===== src/rtl/omed_pkg.sv =====
// Shared types and constants for the orientation and motion event detector.
// Used by every module of the block; depends on nothing.
package omed_pkg;

  // Accelerometer sample width (1 g = 1024 LSB).
  localparam int SAMPLE_WIDTH = 16;
  // Sum of three squares stays below 2^(2*SAMPLE_WIDTH).
  localparam int MAG_W = 2 * SAMPLE_WIDTH;
  // Width of the deviation compare against the 32 bit registers.
  localparam int DEV_W = (MAG_W > 32) ? MAG_W : 32;

  // Stream widths, rounded up to whole bytes.
  localparam int IN_W  = ((3 * SAMPLE_WIDTH + 7) / 8) * 8;
  localparam int OUT_W = ((3 + 3 * SAMPLE_WIDTH + 7) / 8) * 8;

  // Event queue depth and its count width (count must hold the depth itself).
  localparam int EVQ_DEPTH = 8;
  localparam int EVQ_AW    = $clog2(EVQ_DEPTH);
  localparam int EVQ_CW    = EVQ_AW + 1;

  typedef logic signed [SAMPLE_WIDTH-1:0] sample_t;
  typedef logic [2:0] axis_t;

  // Axis codes: 2*axis + (sign is non-negative).
  localparam axis_t AXIS_UNKNOWN = 3'd6;

  typedef enum logic [1:0] {
    EV_MOVED   = 2'd0,
    EV_CHANGED = 2'd1,
    EV_STOPPED = 2'd2
  } ev_kind_t;

  typedef enum logic [2:0] {
    CFG_GRAVITY_SQ   = 3'd0,
    CFG_MOVING_TOL   = 3'd1,
    CFG_CHECK_PERIOD = 3'd2,
    CFG_STABLE_TICKS = 3'd3,
    CFG_STOP_DELAY   = 3'd4
  } cfg_idx_t;

  typedef struct packed {
    logic [31:0] gravity_sq;
    logic [31:0] moving_tolerance;
    logic [7:0]  check_period;
    logic [15:0] stable_ticks;
    logic [15:0] stop_delay_ticks;
  } cfg_t;

  // One measured sample after the squaring stages.
  typedef struct packed {
    sample_t          x;
    sample_t          y;
    sample_t          z;
    axis_t            axis;
    logic [MAG_W-1:0] mag;
  } meas_t;

  // One result item.
  typedef struct packed {
    ev_kind_t kind;
    axis_t    axis;
    sample_t  x;
    sample_t  y;
    sample_t  z;
    logic     last;
  } evt_t;

endpackage


===== src/rtl/omed_square.sv =====
// Magnitude stages: absolute values, up axis pick, squares, then their sum.
// Depends on omed_pkg.
module omed_square (
  input  logic             clk,
  input  logic             rst,
  input  logic             in_valid,
  input  omed_pkg::sample_t in_x,
  input  omed_pkg::sample_t in_y,
  input  omed_pkg::sample_t in_z,
  output logic [1:0]       stage_valid,
  output logic             meas_valid,
  output omed_pkg::meas_t  meas
);
  import omed_pkg::*;

  logic [SAMPLE_WIDTH-1:0] ax, ay, az;
  logic [1:0]              best;
  logic                    best_neg;
  axis_t                   cur_axis;

  // stage 2 registers
  logic                    sq_valid;
  logic [MAG_W-1:0]        sq_x, sq_y, sq_z;
  sample_t                 s2_x, s2_y, s2_z;
  axis_t                   s2_axis;

  // magnitudes; the most negative value maps to its positive twin
  assign ax = in_x[SAMPLE_WIDTH-1] ? (~$unsigned(in_x) + 1'b1) : $unsigned(in_x);
  assign ay = in_y[SAMPLE_WIDTH-1] ? (~$unsigned(in_y) + 1'b1) : $unsigned(in_y);
  assign az = in_z[SAMPLE_WIDTH-1] ? (~$unsigned(in_z) + 1'b1) : $unsigned(in_z);

  // largest axis, ties to the earlier one; zero counts as positive
  always_comb begin
    best     = 2'd0;
    best_neg = in_x[SAMPLE_WIDTH-1];
    if (ay > ax) begin
      best     = 2'd1;
      best_neg = in_y[SAMPLE_WIDTH-1];
    end
    if (az > ((best == 2'd1) ? ay : ax)) begin
      best     = 2'd2;
      best_neg = in_z[SAMPLE_WIDTH-1];
    end
    cur_axis = {best, ~best_neg};
  end

  // control
  always_ff @(posedge clk) begin
    if (rst) begin
      sq_valid   <= 1'b0;
      meas_valid <= 1'b0;
    end else begin
      sq_valid   <= in_valid;
      meas_valid <= sq_valid;
    end
  end

  // payload: squares, then their sum
  always_ff @(posedge clk) begin
    sq_x      <= ax * ax;
    sq_y      <= ay * ay;
    sq_z      <= az * az;
    s2_x      <= in_x;
    s2_y      <= in_y;
    s2_z      <= in_z;
    s2_axis   <= cur_axis;
    meas.mag  <= sq_x + sq_y + sq_z;
    meas.x    <= s2_x;
    meas.y    <= s2_y;
    meas.z    <= s2_z;
    meas.axis <= s2_axis;
  end

  assign stage_valid = {meas_valid, sq_valid};

endmodule


===== src/rtl/omed_decide.sv =====
// Detector state: motion check timing, stop delay and up axis debounce.
// Turns one measured sample into up to two events. Depends on omed_pkg.
module omed_decide (
  input  logic            clk,
  input  logic            rst,
  input  omed_pkg::cfg_t  cfg,
  input  logic            meas_valid,
  input  omed_pkg::meas_t meas,
  output logic [1:0]      ev_cnt,
  output omed_pkg::evt_t  ev0,
  output omed_pkg::evt_t  ev1
);
  import omed_pkg::*;

  logic [7:0]  check_phase, check_phase_next;
  logic [16:0] stable_count, stable_count_next;
  logic [15:0] ticks_since_move, ticks_since_move_next;
  logic        moving_flag, moving_flag_next;
  axis_t       reported_axis, reported_axis_next;
  axis_t       candidate_axis, candidate_axis_next;

  logic [DEV_W-1:0] mag_w, grav_w, dev;
  logic             over_tol;
  logic [7:0]       phase_inc;
  logic [15:0]      tsm_inc;
  logic [16:0]      stable_inc;
  evt_t             ev;
  logic [1:0]       cnt;
  evt_t             e0, e1;

  function automatic evt_t make_event(input ev_kind_t kind, input axis_t axis,
                                      input logic carry, input meas_t m);
    evt_t r;
    r.kind = kind;
    r.axis = axis;
    r.x    = carry ? m.x : '0;
    r.y    = carry ? m.y : '0;
    r.z    = carry ? m.z : '0;
    r.last = 1'b0;
    return r;
  endfunction

  // deviation of squared magnitude from gravity
  assign mag_w    = DEV_W'(meas.mag);
  assign grav_w   = DEV_W'(cfg.gravity_sq);
  assign dev      = (mag_w > grav_w) ? (mag_w - grav_w) : (grav_w - mag_w);
  assign over_tol = dev > DEV_W'(cfg.moving_tolerance);

  assign phase_inc  = check_phase + 8'd1;
  assign tsm_inc    = (ticks_since_move != 16'hFFFF) ? (ticks_since_move + 16'd1)
                                                     : ticks_since_move;
  assign stable_inc = (stable_count != '1) ? (stable_count + 17'd1) : stable_count;

  // event generation and next state
  always_comb begin
    check_phase_next      = check_phase;
    stable_count_next     = stable_count;
    ticks_since_move_next = ticks_since_move;
    moving_flag_next      = moving_flag;
    reported_axis_next    = reported_axis;
    candidate_axis_next   = candidate_axis;
    cnt = 2'd0;
    e0  = '0;
    e1  = '0;
    ev  = '0;
    if (meas_valid) begin
      ticks_since_move_next = tsm_inc;
      check_phase_next      = phase_inc;
      // periodic motion check
      if (phase_inc == cfg.check_period) begin
        check_phase_next = '0;
        if (over_tol) begin
          e0 = make_event(EV_MOVED, reported_axis, 1'b1, meas);
          cnt = 2'd1;
          ticks_since_move_next = '0;
          moving_flag_next      = 1'b1;
        end else if (moving_flag && (tsm_inc > cfg.stop_delay_ticks)) begin
          if (reported_axis != candidate_axis) begin
            reported_axis_next = candidate_axis;
            e0  = make_event(EV_CHANGED, candidate_axis, 1'b0, meas);
            cnt = 2'd1;
          end
          ev = make_event(EV_STOPPED, reported_axis_next, 1'b0, meas);
          if (cnt == 2'd0) begin
            e0 = ev;
          end else begin
            e1 = ev;
          end
          cnt = cnt + 2'd1;
          moving_flag_next = 1'b0;
        end
      end
      // up axis debounce
      if (meas.axis == candidate_axis) begin
        if (candidate_axis != reported_axis_next) begin
          stable_count_next = stable_inc;
          if ((stable_inc > {1'b0, cfg.stable_ticks}) && (cnt != 2'd2)) begin
            reported_axis_next = candidate_axis;
            ev = make_event(EV_CHANGED, candidate_axis, 1'b0, meas);
            if (cnt == 2'd0) begin
              e0 = ev;
            end else begin
              e1 = ev;
            end
            cnt = cnt + 2'd1;
          end
        end else begin
          stable_count_next = '0;
        end
      end else begin
        stable_count_next   = '0;
        candidate_axis_next = meas.axis;
      end
      // mark the final item of this sample
      if (cnt == 2'd1) begin
        e0.last = 1'b1;
      end else if (cnt == 2'd2) begin
        e1.last = 1'b1;
      end
    end
  end

  always_ff @(posedge clk) begin
    if (rst) begin
      check_phase      <= '0;
      stable_count     <= '0;
      ticks_since_move <= '0;
      moving_flag      <= 1'b0;
      reported_axis    <= AXIS_UNKNOWN;
      candidate_axis   <= AXIS_UNKNOWN;
    end else begin
      check_phase      <= check_phase_next;
      stable_count     <= stable_count_next;
      ticks_since_move <= ticks_since_move_next;
      moving_flag      <= moving_flag_next;
      reported_axis    <= reported_axis_next;
      candidate_axis   <= candidate_axis_next;
    end
  end

  assign ev_cnt = cnt;
  assign ev0    = e0;
  assign ev1    = e1;

  // two events come only as moved+changed or changed+stopped
  a_pair_order: assert property (@(posedge clk) disable iff (rst)
    cnt == 2'd2 |-> (e0.kind == EV_MOVED && e1.kind == EV_CHANGED) ||
                    (e0.kind == EV_CHANGED && e1.kind == EV_STOPPED))
    else $error("bad event pair");

  // last flag only on the final event of a sample
  a_last_mark: assert property (@(posedge clk) disable iff (rst)
    cnt == 2'd2 |-> e1.last && !e0.last)
    else $error("last flag misplaced");

  // a moved event leaves the block moving
  a_moved_sets: assert property (@(posedge clk) disable iff (rst)
    cnt != 2'd0 && e0.kind == EV_MOVED |=> moving_flag)
    else $error("moving flag not set after moved");

  // a stopped event that follows a changed event leaves the block at rest
  a_stop_clears: assert property (@(posedge clk) disable iff (rst)
    cnt == 2'd2 && e1.kind == EV_STOPPED |=> !moving_flag)
    else $error("moving flag not cleared after stopped");

endmodule


===== src/rtl/omed_evq.sv =====
// Event queue: takes up to two items per cycle, hands out one per cycle while rd_ready is high.
// Depends on omed_pkg.
module omed_evq (
  input  logic                          clk,
  input  logic                          rst,
  input  logic [1:0]                    wr_cnt,
  input  omed_pkg::evt_t                wr0,
  input  omed_pkg::evt_t                wr1,
  output logic                          rd_valid,
  input  logic                          rd_ready,
  output omed_pkg::evt_t                rd_data,
  output logic [omed_pkg::EVQ_CW-1:0]   count
);
  import omed_pkg::*;

  evt_t              mem [EVQ_DEPTH];
  logic [EVQ_AW-1:0] wr_ptr, rd_ptr;
  logic              pop;

  assign rd_valid = (count != '0);
  assign pop      = rd_valid && rd_ready;
  assign rd_data  = mem[rd_ptr];

  // pointers and fill count
  always_ff @(posedge clk) begin
    if (rst) begin
      wr_ptr <= '0;
      rd_ptr <= '0;
      count  <= '0;
    end else begin
      wr_ptr <= wr_ptr + EVQ_AW'(wr_cnt);
      rd_ptr <= rd_ptr + EVQ_AW'(pop);
      count  <= count + EVQ_CW'(wr_cnt) - EVQ_CW'(pop);
    end
  end

  // storage
  always_ff @(posedge clk) begin
    if (wr_cnt != 2'd0) begin
      mem[wr_ptr] <= wr0;
    end
    if (wr_cnt == 2'd2) begin
      mem[wr_ptr + EVQ_AW'(1)] <= wr1;
    end
  end

endmodule


===== src/rtl/orientation_motion_event_detect_core.sv =====
// Orientation and motion event detector, top level.
// Accepted items pass the input register, square and sum registers and the
// event queue. One item per cycle; up to two events per item leave at one per
// cycle while m_axis_tready is high; 8-entry queue room gates s_axis_tready.
// Reset (rst, synchronous): clears detector state, empties the queue and
// restores every configuration register to its default. Uses omed_pkg.
module orientation_motion_event_detect_core (
  input  logic                          clk,
  input  logic                          rst,
  input  logic                          s_axis_tvalid,
  output logic                          s_axis_tready,
  // accel_x, accel_y, accel_z
  input  logic [omed_pkg::IN_W-1:0]     s_axis_tdata,
  output logic                          m_axis_tvalid,
  input  logic                          m_axis_tready,
  // up_axis, moved_x, moved_y, moved_z
  output logic [omed_pkg::OUT_W-1:0]    m_axis_tdata,
  // event_kind
  output logic [1:0]                    m_axis_tuser,
  output logic                          m_axis_tlast,
  input  logic                          cfg_wr_en,
  input  logic [2:0]                    cfg_index,
  input  logic [31:0]                   cfg_data
);
  import omed_pkg::*;

  cfg_t             cfg;
  logic             in_valid;
  sample_t          in_x, in_y, in_z;
  logic [1:0]       stage_valid;
  logic             meas_valid;
  meas_t            meas;
  logic [1:0]       ev_cnt;
  evt_t             ev0, ev1, rd_data;
  logic [EVQ_CW-1:0] q_count;
  logic [EVQ_CW-1:0] q_free;
  logic [1:0]       inflight;
  logic [EVQ_CW-1:0] need;
  logic             accept;

  // configuration registers
  always_ff @(posedge clk) begin
    if (rst) begin
      cfg.gravity_sq       <= 32'd1048576;
      cfg.moving_tolerance <= 32'd10896;
      cfg.check_period     <= 8'd10;
      cfg.stable_ticks     <= 16'd52;
      cfg.stop_delay_ticks <= 16'd50;
    end else if (cfg_wr_en) begin
      case (cfg_index)
        CFG_GRAVITY_SQ:   cfg.gravity_sq       <= cfg_data;
        CFG_MOVING_TOL:   cfg.moving_tolerance <= cfg_data;
        CFG_CHECK_PERIOD: cfg.check_period     <= cfg_data[7:0];
        CFG_STABLE_TICKS: cfg.stable_ticks     <= cfg_data[15:0];
        CFG_STOP_DELAY:   cfg.stop_delay_ticks <= cfg_data[15:0];
        default: ;
      endcase
    end
  end

  // admit an item only if the queue can take two events for it and for
  // every item still in the pipeline
  assign inflight      = 2'(in_valid) + 2'(stage_valid[0]) + 2'(stage_valid[1]);
  assign need          = EVQ_CW'({inflight, 1'b0}) + EVQ_CW'(2);
  assign q_free        = EVQ_CW'(EVQ_DEPTH) - q_count;
  assign s_axis_tready = (q_free >= need);
  assign accept        = s_axis_tvalid && s_axis_tready;

  // input register
  always_ff @(posedge clk) begin
    if (rst) begin
      in_valid <= 1'b0;
    end else begin
      in_valid <= accept;
    end
  end

  always_ff @(posedge clk) begin
    if (accept) begin
      in_x <= sample_t'(s_axis_tdata[SAMPLE_WIDTH-1:0]);
      in_y <= sample_t'(s_axis_tdata[2*SAMPLE_WIDTH-1:SAMPLE_WIDTH]);
      in_z <= sample_t'(s_axis_tdata[3*SAMPLE_WIDTH-1:2*SAMPLE_WIDTH]);
    end
  end

  omed_square u_square (
    .clk         (clk),
    .rst         (rst),
    .in_valid    (in_valid),
    .in_x        (in_x),
    .in_y        (in_y),
    .in_z        (in_z),
    .stage_valid (stage_valid),
    .meas_valid  (meas_valid),
    .meas        (meas)
  );

  omed_decide u_decide (
    .clk        (clk),
    .rst        (rst),
    .cfg        (cfg),
    .meas_valid (meas_valid),
    .meas       (meas),
    .ev_cnt     (ev_cnt),
    .ev0        (ev0),
    .ev1        (ev1)
  );

  omed_evq u_evq (
    .clk      (clk),
    .rst      (rst),
    .wr_cnt   (ev_cnt),
    .wr0      (ev0),
    .wr1      (ev1),
    .rd_valid (m_axis_tvalid),
    .rd_ready (m_axis_tready),
    .rd_data  (rd_data),
    .count    (q_count)
  );

  // output packing
  assign m_axis_tdata = OUT_W'({rd_data.z, rd_data.y, rd_data.x, rd_data.axis});
  assign m_axis_tuser = rd_data.kind;
  assign m_axis_tlast = rd_data.last;

endmodule


===== config.mk =====
export PLATFORM = sky130hd
export DESIGN_NAME = orientation_motion_event_detect_core
export DESIGN_NICKNAME = d
export VERILOG_FILES = /design/src/rtl/omed_pkg.sv /design/src/rtl/omed_square.sv /design/src/rtl/omed_decide.sv /design/src/rtl/omed_evq.sv /design/src/rtl/orientation_motion_event_detect_core.sv
export SDC_FILE = /design/constraint.sdc
export NUM_CORES = 2
export LEC_CHECK = 0
export ABC_AREA = 0
export BUFFER_PORTS_ARGS = -buffer_cell sky130_fd_sc_hd__buf_2
export CORE_ASPECT_RATIO = 0.9
export CORE_UTILIZATION = 45
export CTS_BUF_LIST = sky130_fd_sc_hd__clkbuf_4 sky130_fd_sc_hd__clkbuf_8
export DETAILED_ROUTE_END_ITERATION = 8
export PLACE_DENSITY_LB_ADDON = 0.1
export SLEW_MARGIN = 20
export SYNTH_ARGS = -nofsm -noshare
export SYNTH_HDL_FRONTEND = slang
export SYNTH_HIERARCHICAL = 1
export SYNTH_SLANG_ARGS = --single-unit

===== constraint.sdc =====
create_clock -name clk -period 10 [get_ports clk]
set_clock_uncertainty 0.1 [all_clocks]
set_input_delay 2 -clock clk [delete_from_list [all_inputs] [get_ports clk]]
set_output_delay 2 -clock clk [all_outputs]
set_load 0.005 [all_outputs]

[Word-level counts from Yosys, hierarchy flattened]
Memories as Yosys holds them, arrays and structs flattened. A register that Yosys moved wholly into a read port is not among the register bits.
Cells that the tools add are included.
Storage, ports and cells
  bits in registers: 443
  RAM bits: 432
  input port bits: 88
  memories kept: 1
Operators by class
  add/sub/neg operators: 21
  multiply operators: 3
  order comparisons: 7
  equality and inequality tests: 15
  multiplexer cells: 66
  bitwise logic cells: 5
  reduce and logical (&&, ||, !) cells: 17
Memory list
  u_evq.mem: depth 8, width 54, rd ports 1, clocked after memory_dff 1, write ports 2, line omed_evq.sv:16  | evt_t mem [EVQ_DEPTH];
Operator list (count)
  $mux 54: 18
  $mux 16: 7
  $mul 16x16->32: 3
  $add 16x1->16 const B: 4
  $add 32x32->32: 2
  $gt 32x32->1: 2
  $sub 32x32->32: 2
  $mux 53: 1
  $mux 17: 3
  $gt 16x16->1: 3
  $not 16->16: 3
  $mux 32: 1
  $mux 3: 9
  $mux 2: 13
  $add 17x1->17 const B: 1
  $gt 17x16->1: 1
  $ne 17x17->1 const B: 1
  $ne 16x16->1 const B: 1
  $mux 1: 13
  $reduce_and 2->1: 6
  $add 8x1->8 const B: 1
  $eq 8x8->1: 1
  $mux 8: 1
  $eq 3x2->1 const B: 2
  other kinds (26): 35

[Longest topological paths before layout]
  depth in word-level cells: 23
  mapped depth: 34
  depth with buffers taken out: 31

[Cells and area by module]
Netlist, hierarchy kept.
Modules (own cells, without submodules)
  omed_square: instances 1, cells each 3048, area an instance 28886.5 µm², seq. area each 4524.3 µm²
  omed_evq: instances 1, cells each 1180, area an instance 22058.7 µm², seq. area each 13172.6 µm²
  omed_decide: instances 1, cells each 1290, area an instance 8874.8 µm², seq. area each 960.9 µm²
  orientation_motion_event_detect_core: instances 1, cells each 531, area an instance 5333.9 µm², seq. area each 3543.4 µm²

[Least setup slack after synthesis]
Ideal clock, no wire load.
  path type: flip-flop to flip-flop
  start: reg, netlist name cfg[73]
  end: mem u_evq/mem[1][0] (netlist bit), enable pin
  library setup time: 0.547 ns
  data arrival time: 9.285 ns
  data required time: 9.353 ns
  setup slack: 0.068 ns
  stages on the path, launching flop included: 26
  path buffers: 1
  clock period less this slack: 9.932 ns
  cells stage by stage: dfxtp_1 inv_1 fa_1 a211oi_1 o21ai_0 o2111ai_1 a21oi_1 o21ai_2 mux2_2 a2111oi_2 o221ai_1 xor2_1 ha_1 nand4_1 inv_1 a221oi_1 o31ai_1 a22o_1 and2_1 buf_2 a21oi_1 ha_1 nand2_1 a21oi_1 o21ai_0 o31ai_1
RTL lines (line)
  end: declaration: omed_evq.sv:16

[Worst setup path after layout]
  start: reg in_z[0]
  end: reg u_square.sq_z[24]
Between the ends
  word-level cells in the longest chain between the ends: 4
Ends and longest elaborated chain
  start: declaration: line orientation_motion_event_detect_core.sv:29  | sample_t in_x, in_y, in_z;
  start signal: assignment: line orientation_motion_event_detect_core.sv:82  | in_z <= sample_t'(s_axis_tdata[3*SAMPLE_WIDTH-1:2*SAMPLE_WIDTH]);
  $not 16->16: line omed_square.sv:30  | assign az = in_z[SAMPLE_WIDTH-1] ? (~$unsigned(in_z) + 1'b1) : $unsigned(in_z);
  $add 16x1->16: line omed_square.sv:30
  $mux 16 (*): line omed_square.sv:30
  $mul 16x16->32 (*): line omed_square.sv:62  | sq_z <= az * az;
  end signal: assignment: line omed_square.sv:62
  end: declaration: line omed_square.sv:23  | logic [MAG_W-1:0] sq_x, sq_y, sq_z;
Mark *: on every way between the ends. The rest lies on a longest branch, timed or not.
A chain may end at the register's enable or synchronous reset.

==> results.md <==
* Sequential cell area fraction in the yosys report at 34.08%
* Total standard cell area after synthesis at 65150 sq um
* Period minus WS final at 9.122 ns
* Global-route wire length before repair at 266300 um
* Total die area at 146300 sq um
* Number of top-level pins at 149
* Final Util at 49.90%
* # port buffers at 143
* CTS Sinks at 869
* Count of TritonRoute iterations in the first routing pass at 7
* Top Usage Layer GRT: met2
* Count of hold-fix buffers inserted at cts at 0
* Hold Path Stages at 0
* Number of nets in the finished design at 7368
* Critical path's most frequent cell: fa_1
* Outcome: finished clean
* Arrival time worst endpoint at 9.87 ns
* Main area contributors after synthesis: edfxtp_1 22%, fa_1 16%, dfxtp_1 12%
* Sum of net half-perimeters after detailed placement at 123200 um
* Cell Area, Placed at 68290 sq um
* Hold Violations, Final at 0
* Synth top area share at 22.12%
* Remaining design rule violation count at 0
* Syn Inst Count at 6049
* Cell type with the largest total area after synthesis: edfxtp_1
* Post-Route WL at 171500 um
* Asr flop ratio synth at 0%
* Post-synthesis register bit count at 869
* Cell Count, Final, Fillers Out at 8337
* Vert. Die Dim at 363.0 um
* Required @ worst endpoint at 10.75 ns
* Via density per instance at 5.276
* Crit. End Element: flip-flop
* Most used standard cells in the synthesized netlist: 881 x inv_1, 538 x nand2_1, 523 x fa_1, 496 x ha_1, 495 x mux2_2
* Maximum frequency from static timing analysis at 109.6 MHz
* Average wire length per cell after detail routing at 20.57 um
* Number of antenna violations at the first check in global routing at 7
* Count of final max-slew check failures at 0
* Most numerous cell in the Yosys netlist: inv_1
* Slew HR at 27.79%
* Number of DRC markers in iteration 0 at 2745
* Clock-pin slew on the worst setup and hold paths at 0.06 ns
* Via count of the first global-routing pass at 45130
* Core ar. at 143900 sq um
* Met3 Resource Use GR at 3.778%
* Slew at the pin closest to its max-slew limit at 1.080 ns
* TritonCTS Buffers at 158
* Antenna violation net count after detailed routing at 0
* Met1 track utilization from global routing at 32.22%
* Clock latency reported for the late side of the worst-skew pair at 0.92 ns
* Maximum net fanout on the critical path at 10
* Worst hold start: u_square/s2_z[11]
* Setup repair after global routing missed its margin: false
* Total non-filler cell area in the finished layout at 71780 sq um
* Most used DFF post-synth: edfxtp_1
* Die extent in x at 403.1 um
* Instance count after placement with tap cells included at 8044
* Share of the clock period used by the worst path after layout at 91.22%
* Leftover overflow at the end of global routing at 0
* Mean area per synthesized cell at 10.77 sq um
* Number of gates resized after cts at 0
* Number of enable-type register cells in the synthesized netlist at 480
* Number of cell rows at 132
* Clock tree root buffer cell: clkbuf_8
* Total global routing track utilization at 23.74%
* Setup-failing EPs final at 0
* Number of buffers inserted by post-CTS setup repair at 0
* Path category of the worst min-delay check: flip-flop to flip-flop
* Share of layout cells above drive strength 1 at 18.59%
* Critical path origin: in_z[0]
* Type of the worst setup path: flip-flop to flip-flop
* CTS H-tree lvls at 4
* Register-to-Register Path Depth at 28
* CP max stage delay at 0.71 ns
* Final estimated routing congestion in global placement at 0.8831
* Longest Clk Path Bufs at 3
* Starting utilization of the core area at 45.29%
* Total negative slack for setup checks at 0 ns
* Count of yosys warnings during synthesis at 6
* Post-synth cell types at 99
* Clock tree from TritonCTS: yes
* RR Startpoint: in_z[0]
* Global-route track usage on met2 at 39.34%
* Critical Path Source Type: flip-flop
* Reported max-cap violation count at 0
* Via count at 43990
* Largest net degree at the start of global routing at 113
* Slowest stage cell on the critical path: clkinv_1
* Synthesis-to-finish area growth at 10.17%
## state kept, by name, indices dropped and copies added, names as in the netlist, 8 cells and up
signal and count:
u_square/sq_x 30, u_square/s2_z 16, in_y 16, u_decide/stable_count 17
u_square/sq_z 30, u_square/meas 83, u_decide/ticks_since_move 16, in_x 16
u_square/s2_y 16, u_square/sq_y 30, in_z 16, u_evq/mem 432
cfg 104, u_square/s2_x 16, u_decide/check_phase 8
## final timing paths
| check | end | slack (ns) |
|---|---|---|
| hold / removal | u_square/meas[46] | 0.17 |
| setup / recovery | u_square/sq_z[24] | 0.88 |
| hold reg to reg | u_square/meas[46] | 0.17 |
| setup reg to reg | u_square/sq_z[24] | 0.88 |
## worst max-delay path: cells and delay by family (launching register included)
family,cells,cell delay (ns)
fa+ha+maj,7,3.26
buf+inv,6,0.98
flops,1,0.52
xor+xnor,2,0.80
simple gates,5,1.25
compound gates,8,2.18
## routing by layer
| layer | wire length [um] | vias up |
|---|---|---|
| li1 | - | 20810 |
| met1 | 76840 | 21930 |
| met2 | 82050 | 1032 |
| met3 | 8695 | 213 |
| met4 | 3858 | 2 |
| met5 | 13 | - |
## stage by stage
step           hold WS (ns)  setup WS, ns
5_1_grt              0.1806        0.3877
4_1_cts              0.1551        0.9365
6_report             0.1669        0.8776
2_1_floorplan        0.2096       0.06813
3_3_place_gp         0.2099         1.035
3_5_place_dp         0.2121        0.9121
## cell type report
cell class,count,area [sq um]
Timing Repair Buffer,234,1597
Inverter,902,3386
Multi-Input combinational cell,4096,38670
Clock buffer,238,2875
Clock inverter,52,599.3
Tap cell,1943,2431
Sequential cell,869,22210
Antenna cell,3,7.507
Fill cell,13190,72080
## layout by cell type (no fill, tap or decap), types with 61 or more instances in the layout
cell type | netlist | final
edfxtp_1 | 480 | 480
a21oi_1 | 333 | 333
a21o_1 | 89 | 89
nand2_1 | 538 | 538
buf_4 | 65 | 75
xnor2_1 | 165 | 163
ha_1 | 496 | 496
inv_1 | 881 | 881
nor3_1 | 70 | 70
and2_1 | 65 | 65
dfxtp_1 | 389 | 386
nor2_1 | 349 | 348
clkbuf_8 | 0 | 174
conb_1 | 4 | 89
fa_1 | 523 | 523
buf_2 | 76 | 142
xor2_1 | 77 | 77
o21ai_0 | 137 | 132
nand3_1 | 61 | 61
clkbuf_4 | 0 | 64
mux2_2 | 495 | 495
mux4_2 | 108 | 108
## cells by family (layout without fill, tap and decap cells)
logic type	after synthesis	in the layout	synth area share, %
buffers and inverters	1169	1426	7.405
XOR/XNOR	247	247	3.405
flip-flops	869	869	34.08
AO/OA/AOI/OAI	805	805	7.695
AND/OR/NAND/NOR	1313	1313	9.206
adder cells (fa/ha/maj)	1019	1019	25.59
other	4	92	0.02304
multiplexers	623	623	12.60
Power is left out: the tool's default activity adds up to more than one toggle a clock period on the data nets, which glitch-free logic cannot reach.
